==> config.mk <==
export PLATFORM = sky130hd
export DESIGN_NAME = polyline_straightness_check_unit
export DESIGN_NICKNAME = d
export VERILOG_FILES = /design/src/hw/rtl/psc_pkg.sv /design/src/hw/rtl/psc_mul.sv /design/src/hw/rtl/psc_sqrt.sv /design/src/hw/rtl/polyline_straightness_check_unit.sv
export SDC_FILE = /design/constraint.sdc
export NUM_CORES = 2
export LEC_CHECK = 0
export BUFFER_PORTS_ARGS = -buffer_cell sky130_fd_sc_hd__buf_4
export CORE_MARGIN = 4
export CORE_UTILIZATION = 59
export DETAILED_ROUTE_END_ITERATION = 6
export PLACE_DENSITY = 0.79
export SKIP_CTS_REPAIR_TIMING = 1
export SYNTH_ARGS = -nofsm -noshare
export SYNTH_HDL_FRONTEND = slang
export SYNTH_SLANG_ARGS = --single-unit
==> constraint.sdc <==
create_clock -name clk -period 9.2 [get_ports clk]
set_input_delay 1.84 -clock clk [delete_from_list [all_inputs] [get_ports clk]]
set_output_delay 1.84 -clock clk [all_outputs]
set_load 0.01 [all_outputs]
==> src/hw/rtl/psc_pkg.sv <==
package psc_pkg;

	// Fixed field widths
	localparam int COS_W     = 16;
	localparam int MIN_LEN_W = 12;
	localparam int PAIR_W    = 10;
	localparam int CFG_IDX_W = 2;
	localparam int DIV_STEPS = 16;

	// Register indexes on the configuration port
	localparam logic [CFG_IDX_W-1:0] REG_MAX_COS_THR = 2'd0;
	localparam logic [CFG_IDX_W-1:0] REG_AVG_COS_THR = 2'd1;
	localparam logic [CFG_IDX_W-1:0] REG_MIN_EDGE_LEN = 2'd2;

	// Register reset values
	localparam logic signed [COS_W-1:0]   MAX_COS_THR_RST = 16'sd16384;
	localparam logic signed [COS_W-1:0]   AVG_COS_THR_RST = 16'sd31651;
	localparam logic [MIN_LEN_W-1:0]      MIN_EDGE_LEN_RST = 12'd1;

	// Cosine limits in Q1.15
	localparam logic signed [COS_W-1:0] COS_MAX = 16'sh7FFF;
	localparam logic signed [COS_W-1:0] COS_MIN = 16'sh8000;

endpackage

==> src/hw/rtl/psc_mul.sv <==
module psc_mul #(
	parameter int MW = 27
) (
	input  logic                   clk,
	input  logic signed [MW-1:0]   a,
	input  logic signed [MW-1:0]   b,
	output logic signed [2*MW-1:0] p
);

	logic signed [2*MW-1:0] p_q;

	// registered product, available in the cycle after the operands
	always_ff @(posedge clk) begin
		p_q <= a * b;
	end

	assign p = p_q;

endmodule

==> src/hw/rtl/psc_sqrt.sv <==
module psc_sqrt #(
	parameter int RW = 26
) (
	input  logic            clk,
	input  logic            arst_n,
	input  logic            start,
	input  logic [2*RW-1:0] radicand,
	output logic            done,
	output logic [RW-1:0]   root
);

	localparam int CNT_W = $clog2(RW + 1);

	logic [2*RW-1:0] rad_q;
	logic [RW:0]     rem_q;
	logic [RW-1:0]   root_q;
	logic [CNT_W-1:0] cnt_q;
	logic            busy_q;
	logic            done_q;
	logic [RW+2:0]   rem_n;
	logic [RW+2:0]   trial;
	logic            fits;

	// one result bit per cycle: bring down two radicand bits, try 4*root+1
	assign rem_n = {rem_q, rad_q[2*RW-1 -: 2]};
	assign trial = {1'b0, root_q, 2'b01};
	assign fits  = (rem_n >= trial);

	always_ff @(posedge clk or negedge arst_n) begin
		if (!arst_n) begin
			busy_q <= 1'b0;
			done_q <= 1'b0;
			cnt_q  <= '0;
		end else begin
			done_q <= 1'b0;
			if (start) begin
				busy_q <= 1'b1;
				cnt_q  <= CNT_W'(RW);
			end else if (busy_q) begin
				cnt_q <= cnt_q - 1'b1;
				if (cnt_q == CNT_W'(1)) begin
					busy_q <= 1'b0;
					done_q <= 1'b1;
				end
			end
		end
	end

	always_ff @(posedge clk) begin
		if (start) begin
			rad_q  <= radicand;
			rem_q  <= '0;
			root_q <= '0;
		end else if (busy_q) begin
			rad_q <= rad_q << 2;
			if (fits) begin
				rem_q  <= (RW+1)'(rem_n - trial);
				root_q <= {root_q[RW-2:0], 1'b1};
			end else begin
				rem_q  <= rem_n[RW:0];
				root_q <= {root_q[RW-2:0], 1'b0};
			end
		end
	end

	assign done = done_q;
	assign root = root_q;

endmodule

==> src/hw/rtl/polyline_straightness_check_unit.sv <==
// Sequencing: an edge runs the squares and the root, then for a later edge the dot product,
//   the length product and the divide (skipped if the cosine saturates or the length product
//   is zero), then the pair update; RW = min(COORD_WIDTH, 24) + 2, 26 by default.
// The next edge is taken only back in S_IDLE, after a last edge also the bound check and any
//   wait on out_ready; shared multiplier, one-bit-a-cycle root, 16-step divide.
// Reset: arst_n clears the chain state and loads the register defaults at once.
module polyline_straightness_check_unit #(
	parameter int COORD_WIDTH = 24,
	parameter int FRAC_BITS   = 12,
	parameter int MAX_CHAIN   = 1024
) (
	input  logic                                   clk,
	input  logic                                   arst_n,
	// edge transactions
	input  logic                                   in_valid,
	output logic                                   in_ready,
	input  logic signed [COORD_WIDTH-1:0]          start_x,
	input  logic signed [COORD_WIDTH-1:0]          start_y,
	input  logic signed [COORD_WIDTH-1:0]          start_z,
	input  logic signed [COORD_WIDTH-1:0]          end_x,
	input  logic signed [COORD_WIDTH-1:0]          end_y,
	input  logic signed [COORD_WIDTH-1:0]          end_z,
	input  logic                                   last_edge,
	// chain result transactions
	output logic                                   out_valid,
	input  logic                                   out_ready,
	output logic                                   is_distorted,
	output logic signed [psc_pkg::COS_W-1:0]       max_cosine,
	output logic [psc_pkg::PAIR_W-1:0]             pair_count,
	// register writes
	input  logic                                   cfg_valid,
	output logic                                   cfg_ready,
	input  logic [psc_pkg::CFG_IDX_W-1:0]          cfg_index,
	input  logic [psc_pkg::COS_W-1:0]              cfg_data
);

	import psc_pkg::*;

	// Wide coordinates are pre-scaled so that a vector component stays within 25 bits.
	localparam int PRE_SHIFT = (COORD_WIDTH > 24) ? COORD_WIDTH - 24 : 0;
	localparam int VW  = COORD_WIDTH + 1 - PRE_SHIFT;        // vector component
	localparam int RW  = VW + 1;                             // square root of |v|^2
	localparam int LW  = (RW > FRAC_BITS + 1) ? RW : FRAC_BITS + 1; // edge length
	localparam int AW  = 2 * VW + 3;                         // dot or squared length
	localparam int CW  = 2 * LW + 2;                         // divider remainder
	localparam int CNT_W = (MAX_CHAIN > 2) ? $clog2(MAX_CHAIN) : 1;
	localparam int SUM_W = COS_W + CNT_W;
	localparam int MW0 = (LW + 1 > COS_W + 1) ? LW + 1 : COS_W + 1;
	localparam int MW  = (MW0 > CNT_W + 1) ? MW0 : CNT_W + 1;
	localparam int PW  = 2 * MW;
	localparam int LTW = LW + PRE_SHIFT + MIN_LEN_W;
	localparam int ONE_RAW = (1 << FRAC_BITS) >> PRE_SHIFT;
	localparam int ONE_I   = (ONE_RAW == 0) ? 1 : ONE_RAW;
	localparam logic [LW-1:0]    ONE_LEN = LW'(ONE_I);
	localparam logic [CNT_W-1:0] CNT_MAX = CNT_W'(MAX_CHAIN - 1);

	typedef enum logic [3:0] {
		S_IDLE, S_SQ, S_SQRT, S_DOT, S_DEN, S_DENW, S_DIV, S_PAIR, S_UPD, S_BND,
		S_BNDW, S_FIN
	} state_t;

	state_t state_q;

	// configuration registers
	logic signed [COS_W-1:0]   max_thr_q;
	logic signed [COS_W-1:0]   avg_thr_q;
	logic [MIN_LEN_W-1:0]      min_len_q;

	// chain state; lengths are kept as raw roots, the floor is applied per pair
	logic signed [VW-1:0]      prev_q [3];
	logic [LW-1:0]             prev_len_q;
	logic                      have_prev_q;
	logic signed [COS_W-1:0]   max_q;
	logic signed [SUM_W-1:0]   sum_q;
	logic [CNT_W-1:0]          cnt_q;

	// current edge work registers
	logic signed [VW-1:0]      vec_q [3];
	logic                      last_q;
	logic [LW-1:0]             cur_len_q;
	logic signed [AW-1:0]      acc_q;
	logic signed [AW-1:0]      dot_q;
	logic [2*LW-1:0]           den_q;
	logic [CW-1:0]             rem_q;
	logic [DIV_STEPS-1:0]      frac_q;
	logic                      neg_q;
	logic signed [COS_W-1:0]   cos_q;
	logic [4:0]                k_q;
	logic                      dist_q;

	// output register
	logic                      out_valid_q;
	logic                      is_distorted_q;
	logic signed [COS_W-1:0]   max_cosine_q;
	logic [PAIR_W-1:0]         pair_count_q;

	// shared units
	logic signed [MW-1:0]      mul_a;
	logic signed [MW-1:0]      mul_b;
	logic signed [PW-1:0]      prod;
	logic                      sqrt_start;
	logic                      sqrt_done;
	logic [RW-1:0]             sqrt_root;

	logic [1:0]                sel;
	logic signed [AW-1:0]      acc_sum;
	logic signed [COORD_WIDTH:0] dx, dy, dz;
	logic [LW-1:0]             prev_len_eff;
	logic [LW-1:0]             cur_len_eff;
	logic [CW-1:0]             rem_dbl;
	logic                      rem_ge;
	logic [DIV_STEPS-1:0]      frac_n;
	logic [DIV_STEPS:0]        rnd;
	logic [CW-1:0]             mag;
	logic [31:0]               cnt_wide;
	logic                      in_acc;
	logic                      out_free;
	logic                      res_fire;

	assign in_ready  = (state_q == S_IDLE);
	assign in_acc    = in_valid && in_ready;
	assign cfg_ready = 1'b1;
	assign out_free  = !out_valid_q || out_ready;
	assign res_fire  = (state_q == S_FIN) && out_free;

	// edge vector, floor-scaled for wide coordinates
	assign dx = ((COORD_WIDTH+1)'(end_x) - (COORD_WIDTH+1)'(start_x)) >>> PRE_SHIFT;
	assign dy = ((COORD_WIDTH+1)'(end_y) - (COORD_WIDTH+1)'(start_y)) >>> PRE_SHIFT;
	assign dz = ((COORD_WIDTH+1)'(end_z) - (COORD_WIDTH+1)'(start_z)) >>> PRE_SHIFT;

	// component pointer for the three multiply-accumulate issues
	assign sel     = (k_q[1:0] == 2'd3) ? 2'd2 : k_q[1:0];
	assign acc_sum = acc_q + AW'(prod);

	always_comb begin
		mul_a = '0;
		mul_b = '0;
		case (state_q)
			S_SQ: begin
				mul_a = MW'(vec_q[sel]);
				mul_b = MW'(vec_q[sel]);
			end
			S_DOT: begin
				mul_a = MW'(prev_q[sel]);
				mul_b = MW'(vec_q[sel]);
			end
			S_DEN: begin
				mul_a = signed'(MW'(prev_len_eff));
				mul_b = signed'(MW'(cur_len_eff));
			end
			S_BND: begin
				mul_a = MW'(avg_thr_q);
				mul_b = signed'(MW'(cnt_q));
			end
			default: begin
			end
		endcase
	end

	psc_mul #(.MW(MW)) u_mul (
		.clk (clk),
		.a   (mul_a),
		.b   (mul_b),
		.p   (prod)
	);

	assign sqrt_start = (state_q == S_SQ) && (k_q == 5'd3);

	psc_sqrt #(.RW(RW)) u_sqrt (
		.clk      (clk),
		.arst_n   (arst_n),
		.start    (sqrt_start),
		.radicand ((2*RW)'(acc_sum)),
		.done     (sqrt_done),
		.root     (sqrt_root)
	);

	// short edges count as unit length, judged against the current floor
	assign prev_len_eff = ((LTW'(prev_len_q) << PRE_SHIFT) < LTW'(min_len_q)) ? ONE_LEN
	                                                                          : prev_len_q;
	assign cur_len_eff  = ((LTW'(cur_len_q) << PRE_SHIFT) < LTW'(min_len_q)) ? ONE_LEN
	                                                                         : cur_len_q;

	// restoring divide step on the fraction bits
	assign rem_dbl = {rem_q[CW-2:0], 1'b0};
	assign rem_ge  = (rem_dbl >= CW'(den_q));
	assign frac_n  = {frac_q[DIV_STEPS-2:0], rem_ge};
	assign rnd     = ({1'b0, frac_n} + (DIV_STEPS+1)'(1)) >> 1;

	assign mag      = (dot_q < 0) ? CW'(-dot_q) : CW'(dot_q);
	assign cnt_wide = 32'(cnt_q);

	always_ff @(posedge clk or negedge arst_n) begin
		if (!arst_n) begin
			max_thr_q <= MAX_COS_THR_RST;
			avg_thr_q <= AVG_COS_THR_RST;
			min_len_q <= MIN_EDGE_LEN_RST;
		end else if (cfg_valid && cfg_ready) begin
			case (cfg_index)
				REG_MAX_COS_THR:  max_thr_q <= signed'(cfg_data);
				REG_AVG_COS_THR:  avg_thr_q <= signed'(cfg_data);
				REG_MIN_EDGE_LEN: min_len_q <= cfg_data[MIN_LEN_W-1:0];
				default: begin
				end
			endcase
		end
	end

	always_ff @(posedge clk or negedge arst_n) begin
		if (!arst_n) begin
			state_q      <= S_IDLE;
			have_prev_q  <= 1'b0;
			max_q        <= COS_MIN;
			sum_q        <= '0;
			cnt_q        <= '0;
			prev_len_q   <= '0;
			for (int i = 0; i < 3; i++) begin
				prev_q[i] <= '0;
			end
			out_valid_q  <= 1'b0;
			k_q          <= '0;
			last_q       <= 1'b0;
		end else begin
			// raise a new result or drop the one just taken
			if (res_fire) begin
				out_valid_q <= 1'b1;
			end else if (out_ready) begin
				out_valid_q <= 1'b0;
			end
			case (state_q)
				S_IDLE: begin
					if (in_acc) begin
						vec_q[0] <= dx[VW-1:0];
						vec_q[1] <= dy[VW-1:0];
						vec_q[2] <= dz[VW-1:0];
						last_q   <= last_edge;
						acc_q    <= '0;
						k_q      <= '0;
						state_q  <= S_SQ;
					end
				end
				S_SQ: begin
					// issue x, y, z squares; add each product in the cycle after it is issued
					if (k_q != 5'd0) begin
						acc_q <= acc_sum;
					end
					k_q <= k_q + 5'd1;
					if (k_q == 5'd3) begin
						state_q <= S_SQRT;
					end
				end
				S_SQRT: begin
					if (sqrt_done) begin
						cur_len_q <= LW'(sqrt_root);
						acc_q     <= '0;
						k_q       <= '0;
						state_q   <= have_prev_q ? S_DOT : S_UPD;
					end
				end
				S_DOT: begin
					if (k_q != 5'd0) begin
						acc_q <= acc_sum;
					end
					k_q <= k_q + 5'd1;
					if (k_q == 5'd3) begin
						dot_q   <= acc_sum;
						state_q <= S_DEN;
					end
				end
				S_DEN: begin
					state_q <= S_DENW;
				end
				S_DENW: begin
					den_q  <= prod[2*LW-1:0];
					rem_q  <= mag;
					neg_q  <= (dot_q < 0);
					frac_q <= '0;
					k_q    <= '0;
					if (prod[2*LW-1:0] == '0) begin
						cos_q   <= '0;
						state_q <= S_PAIR;
					end else if (mag >= CW'(prod[2*LW-1:0])) begin
						// whole part of one or more saturates
						cos_q   <= (dot_q < 0) ? COS_MIN : COS_MAX;
						state_q <= S_PAIR;
					end else begin
						state_q <= S_DIV;
					end
				end
				S_DIV: begin
					rem_q  <= rem_ge ? rem_dbl - CW'(den_q) : rem_dbl;
					frac_q <= frac_n;
					k_q    <= k_q + 5'd1;
					if (k_q == 5'(DIV_STEPS - 1)) begin
						if (neg_q) begin
							cos_q <= COS_W'(-signed'({1'b0, rnd}));
						end else begin
							cos_q <= rnd[COS_W-1] ? COS_MAX : signed'(rnd[COS_W-1:0]);
						end
						state_q <= S_PAIR;
					end
				end
				S_PAIR: begin
					if (cos_q > max_q) begin
						max_q <= cos_q;
					end
					// past the saturation count only the maximum moves
					if (cnt_q < CNT_MAX) begin
						sum_q <= sum_q + SUM_W'(cos_q);
						cnt_q <= cnt_q + 1'b1;
					end
					state_q <= S_UPD;
				end
				S_UPD: begin
					prev_q      <= vec_q;
					prev_len_q  <= cur_len_q;
					have_prev_q <= 1'b1;
					state_q     <= last_q ? S_BND : S_IDLE;
				end
				S_BND: begin
					state_q <= S_BNDW;
				end
				S_BNDW: begin
					dist_q  <= (cnt_q != '0) &&
					           ((max_q < max_thr_q) || (PW'(sum_q) < prod));
					state_q <= S_FIN;
				end
				S_FIN: begin
					// hold until the previous result has been taken
					if (out_free) begin
						is_distorted_q <= dist_q;
						max_cosine_q   <= max_q;
						pair_count_q   <= cnt_wide[PAIR_W-1:0];
						have_prev_q    <= 1'b0;
						max_q          <= COS_MIN;
						sum_q          <= '0;
						cnt_q          <= '0;
						prev_len_q     <= '0;
						for (int i = 0; i < 3; i++) begin
							prev_q[i] <= '0;
						end
						state_q        <= S_IDLE;
					end
				end
				default: begin
					state_q <= S_IDLE;
				end
			endcase
		end
	end

	assign out_valid    = out_valid_q;
	assign is_distorted = is_distorted_q;
	assign max_cosine   = max_cosine_q;
	assign pair_count   = pair_count_q;

	// pair count never passes its saturation point
	a_cnt_sat: assert property (@(posedge clk) disable iff (!arst_n)
		cnt_q <= CNT_MAX)
		else $error("pair count beyond saturation");

	// counted pairs only exist inside a chain with a previous edge
	a_cnt_prev: assert property (@(posedge clk) disable iff (!arst_n)
		(cnt_q != '0) |-> have_prev_q)
		else $error("pairs without a previous edge");

	// a new result clears the chain state
	a_res_clear: assert property (@(posedge clk) disable iff (!arst_n)
		$rose(out_valid_q) |-> (!have_prev_q && cnt_q == '0 && max_q == COS_MIN))
		else $error("chain state not cleared on result");

	// an accepted edge closes the input until the sequencer returns
	a_busy: assert property (@(posedge clk) disable iff (!arst_n)
		in_acc |=> !in_ready)
		else $error("input open while an edge is in work");

endmodule

# [After elaboration in Yosys (flattened, before gate mapping)]
# Index checks and enable logic that the tools add are counted.
[classes] add_sub_neg=13 n_mul=1 magnitude_cmp=11 eq_ne=27 mux=68 bitwise=1 reduce_logical=39
[op_table] op="$mux W53" count=4
[op_table] op="$pmux W53 S3" count=1
[op_table] op="$pmux W75 S2" count=1
[op_table] op="$mux W16" count=7
[op_table] op="$ge A54 B52 Y1" count=2
[op_table] op="$pmux W27 S4" count=1
[op_table] op="$pmux W53 S2" count=1
[op_table] op="$mux W26" count=4
[op_table] op="$mux W52" count=2
[op_table] op="$pmux W26 S2" count=2
[op_table] op="$bmux W25 S2" count=2
[op_table] op="$mux W25" count=4
[op_table] op="$pmux W27 S3" count=1
[op_table] op="$mux W75" count=1
[op_table] op="$sub A24 B24 Y25" count=3
[op_table] op="$pmux W16 S2" count=2
[op_table] op="$lt A26 B54 Y1" count=1
[op_table] op="$mul A27 B27 Y54" count=1
[op_table] op="$mux W54" count=1
[op_table] op="$neg A53 Y54" count=1
[op_table] op="$add A53 B53 Y53" count=1
[op_table] op="$lt A53 B1 Y1 const B" count=1
[op_table] op="$sub A53 B52 Y53" count=1
[op_table] op="$logic_not A52 Y1" count=1
[op_table] op="55 further kinds" count=114
[totals] ff_bits=747 in_bits=168 wordCells=197

# [Depth between registers and ports, before layout]
[logic_depth] ltp_word=8 depth_mapped=43 ltp_nobuf=40

# [Modules after synthesis]
# Synthesis repeated with hierarchy kept, for this count alone.
[hier_totals] cells_unflattened=7780 hier_area_um2=72787.3
[modules_own_cells] module="polyline_straightness_check_unit" n_inst=1 cells_each=4168 area_per_inst_um2=39004.9 seq_area_each_um2=16417.0
[modules_own_cells] module="psc_mul" n_inst=1 cells_each=3016 area_per_inst_um2=27635.3 seq_area_each_um2=1081.0
[modules_own_cells] module="psc_sqrt" n_inst=1 cells_each=596 area_per_inst_um2=6147.1 seq_area_each_um2=2797.7

# [Worst setup path before layout]
# OpenSTA, ideal clock, no wires.
[synth_timing] path_kind="reg-to-reg" start="register prev_len_q[1]" end="register u_mul.p_q[53], in the netlist u_mul.p[53]" setup_time_ns=0.072 t_arrival_ns=9.636 required_ns=9.128 slack_ns=-0.508 stages_incl_launch_ff=41 path_buffers=2 synth_period_minus_slack_ns=9.708 path_cell_list="dfrtp_1 ha_1 a21o_1 a21o_1 a21o_1 a21o_1 a21o_1 a21o_1 a21o_1 a211oi_1 o21ai_1 clkbuf_1 buf_1 a31oi_1 nor2_1 fa_1 inv_1 fa_1 [... 5 more ...] fa_1 fa_1 inv_1 fa_1 inv_1 ha_1 a21oi_1 o21ai_0 a221oi_1 o22ai_1 a41oi_1 o211ai_1 o41ai_1 o21ai_0 a41oi_1 o21ai_0 a21oi_1 xnor2_1"
[synth_via] elab_chain_cells=4
[synth_lines] element="start: declaration" line="polyline_straightness_check_unit.sv:71" text="logic [LW-1:0] prev_len_q;"
[synth_lines] element="start signal: assignment" line="polyline_straightness_check_unit.sv:316" text="prev_len_q <= cur_len_q;"
[synth_lines] element="$lt A26 B12 Y1" line="polyline_straightness_check_unit.sv:179" text="assign prev_len_eff = ((LTW'(prev_len_q) << PRE_SHIFT) < LTW'(min_len_q)) ? ONE_LEN"
[synth_lines] element="$mux W26 (*)" line="polyline_straightness_check_unit.sv:179"
[synth_lines] element="$pmux W27 S4 (*)" line="polyline_straightness_check_unit.sv:138" text="case (state_q)"
[synth_lines] element="$mul A27 B27 Y54 (*)" line="psc_mul.sv:14" text="p_q <= a * b;"
[synth_lines] element="end signal: assignment" line="psc_mul.sv:14"
[synth_lines] element="end: declaration" line="psc_mul.sv:10" text="logic signed [2*MW-1:0] p_q;"
# Mark *: on every way between the ends. The rest lies on a longest branch, timed or not.
# A chain may end at the register's enable or synchronous reset.

# [Worst setup path in the final report]
[layout_timing] start="register cur_len_q[1]" end="register u_mul.p_q[50], in the netlist u_mul.p[50]"
[layout_via] elab_chain_cells=4
[layout_lines] element="start: declaration" line="polyline_straightness_check_unit.sv:80" text="logic [LW-1:0] cur_len_q;"
[layout_lines] element="start signal: assignment" line="polyline_straightness_check_unit.sv:254" text="cur_len_q <= LW'(sqrt_root);"
[layout_lines] element="$lt A26 B12 Y1" line="polyline_straightness_check_unit.sv:181" text="assign cur_len_eff = ((LTW'(cur_len_q) << PRE_SHIFT) < LTW'(min_len_q)) ? ONE_LEN"
[layout_lines] element="$mux W26 (*)" line="polyline_straightness_check_unit.sv:181"
[layout_lines] element="$pmux W27 S3 (*)" line="polyline_straightness_check_unit.sv:138"
[layout_lines] element="$mul A27 B27 Y54 (*)" line="psc_mul.sv:14"
# Marked as above.

==> flow_summary.ini <==
[floorplanning]
die_area_um2 = 128000
ios = 198
chipWidth_um = 357
num_rows = 127
fp.coreArea_um2 = 121000
dieHeight_um = 357
initial_utilization_pct = 59.7

[global_route]
grt-ovfl-total = 0
antenna_found_initial = 6
grt_pass1_wl_mm = 330
grt_max_degree = 102
gr-usage-all-layers_pct = 32.9
grt_pass1_vias = 59806

[yosys]
yosysWarnings = 0
yosysUniqueCellTypes = 86
synthesis.area_um2 = 72000
synth_seq_area_share_pct = 28.2
synth_fp_nets = 9363
synth-async-reset-ratio_pct = 28.9
ys_seq_elements = 747
syn_inst = 7872
synth_edf_count = 424
synth_flop_cell = edfxtp_1
syn_avg_cell_area_um2 = 9.15

[route]
antenna_left = 0
via_per_inst = 5.86
first_iter_violations = 5491
firstDrtPassIters = 5
vias = 59077
route.detailed.drc = 0
wl_per_cell_um = 21.0
routed_wl_mm = 212

[setup_path]
reg2regPathDepth = 38
cp.required_ns = 9.81
worstSetupEndpointType = flip-flop
crit_fanout = 6
cp.arrival_ns = 10.09
crit_path_max_incr_delay_ns = 0.59
critPathSlowestCell = fa_1
crit_type = flip-flop to flip-flop
worstSetupStartpointType = flip-flop

[timing]
rsz0062_at_grt = true
final_max_slew_viol_count = 0
slew_headroom_pct = 20.4
min_period_over_period_pct = 103
worst_pin_slew_ns = 1.19
fin_setup_tns_ns = -2.02
setup_violations = 12
setup_slack_ns = -0.279
finalCriticalPeriod_ns = 9.48
fin_worst_skew_ns = 0.0394
hold_violations = 0
fin_hold_ws_ns = 0.423
clock.fmax_ghz = 0.105

[layout]
multi_input_area_um2 = 47000
area_growth_pct = 15.6
regArea_um2 = 20300
drive_gt1_share_pct = 14.6
fillers = 9225
finish.utilization_pct = 69.0
nNetsFinal = 9892

[hold_path]
holdPathStages = 0
min_path_type = flip-flop to flip-flop

[cts]
worstSkewPairLatency_ns = 0.71
numCtsBuffers = 83
cts_tree = yes
clk_pin_slew_ns = 0.07
clockBufferDepth = 3
h-tree-depth = 3
clock_sinks = 747
cts_root_buffer = clkbuf_16

[place]
io_buffers = 196
routabilityCongestion = 0.982
pre_cts_slack_ns = -0.812
hpwl_mm = 167

[flow_run]
max-cap-violations = 0

[outcome]
status = finished with violations
violations = negative setup slack
[through the flow]
stage / instance area, um^2 / std cells
6_report: 83200 / 10086
5_1_grt: 83200 / 10084
4_1_cts: 81700 / 10014
3_5_place_dp: 78800 / 9858
3_3_place_gp: 78800 / 9858
2_1_floorplan: 72200 / 7872
[final timing paths]
kind,startpoint,slack [ns],endpoint
setup / recovery,cur_len_q[1],-0.28,u_mul.p[50]
hold / removal,dist_q,0.42,is_distorted
setup reg to reg,cur_len_q[1],-0.28,u_mul.p[50]
hold reg to reg,dist_q,0.42,is_distorted
max in group asynchronous,arst_n,6.49,prev_q[59]
min in group asynchronous,arst_n,1.04,prev_q[20]
[area by class of cell]
class,count,share of cell area [%]
well taps,1612,2.42
diodes,2,0.00601
clock inverters,37,0.531
inverters,1283,5.79
multi-input cells,5535,56.5
clock buffers,119,2.84
flip-flops and latches,747,24.4
repair buffers,751,7.51
[logic make-up after synthesis]
logic type | share of synthesized area [%]
AOI/OAI and AO/OA | 12.4
xor gates and xnor gates | 4.04
and+or+nand+nor | 14.5
other | 0.00521
adders and majority gates | 31.0
DFF | 28.2
buffers and inverters | 8.39
muxes | 1.58
[cell usage after synthesis (13+ instances only)]
library cell / count / share of area [%]
inv_1: 1282 / 6.7
nand2_1: 1067 / 5.6
fa_1: 767 / 21
nor2_1: 560 / 2.9
ha_1: 556 / 9.7
edfxtp_1: 424 / 18
a21oi_1: 391 / 2.7
o21ai_0: 367 / 2.6
clkbuf_1: 265 / 1.4
xnor2_1: 225 / 2.7
nand3_1: 223 / 1.5
dfrtp_1: 203 / 7.1
a21o_1: 171 / 1.8
dfxtp_1: 107 / 3.0
xor2_1: 107 / 1.3
and2_1: 101 / 0.88
nand4_1: 68 / 0.59
a31oi_1: 66 / 0.57
mux2i_1: 61 / 0.85
nor3_1: 55 / 0.38
o31ai_1: 49 / 0.51
o21a_1: 48 / 0.50
a211oi_1: 47 / 0.49
and3_1: 47 / 0.41
mux2_2: 47 / 0.73
nand2b_1: 47 / 0.41
nor2b_1: 47 / 0.41
buf_1: 38 / 0.20
nor4_1: 36 / 0.31
o21bai_1: 36 / 0.38
or3_1: 30 / 0.26
a31o_2: 21 / 0.26
a22oi_1: 20 / 0.21
o211ai_1: 20 / 0.21
a21boi_0: 18 / 0.19
a221o_1: 17 / 0.24
o41ai_1: 17 / 0.21
or2_2: 17 / 0.15
o31a_1: 16 / 0.19
a211o_1: 13 / 0.16
dfstp_2: 13 / 0.47
o2111ai_1: 13 / 0.16
o21ai_1: 13 / 0.090
[worst max-delay path: cells and delay by family, from the launching register on]
kind / cells / cell delay, ns
DFF: 1 / 0.39
buffers and inverters: 7 / 0.62
adders and majority gates: 9 / 4.04
AOI/OAI and AO/OA: 18 / 3.44
and+or+nand+nor: 3 / 0.74
xor gates and xnor gates: 1 / 0.13
[routing by layer]
layer	part of all wire, %	global-route usage [%]	wire (um)	up-vias
li1	-	-	-	26986
met3	7.7	5.62	16400	503
met5	0.011	0	23	-
met4	5.0	13.4	10600	4
met1	41	44.2	86500	29165
met2	46	53.5	98600	2419
[registers in the layout, summed over array words and instances (netlist names), 26 cells and up]
name          flops
sum_q            26
acc_q            53
prev_len_q       26
prev_q           75
cur_len_q        26
dot_q            53
u_sqrt.root      26
rem_q            53
u_mul.p          54
u_sqrt.rad_q     52
vec_q            75
den_q            52
u_sqrt.rem_q     27
[cell usage in the layout, fill, tap and decap left out, drive strengths merged, types with 50 or more instances in the layout]
cell type and instances:
mux2i 61, nor2 560, a31oi 66, and2 101, nand3 223, inv 1290
clkbuf 119, a21oi 391, xnor2 225, o31ai 53, fa 767, dfrtp 203
nand2b 50, buf 751, edfxtp 424, ha 556, nor3 55, nand2 1068
dfxtp 107, a21o 171, xor2 107, o21ai 382, nand4 68
Power is left out: the tool's default activity adds up to more than one toggle a clock period on the data nets, which glitch-free logic cannot reach.
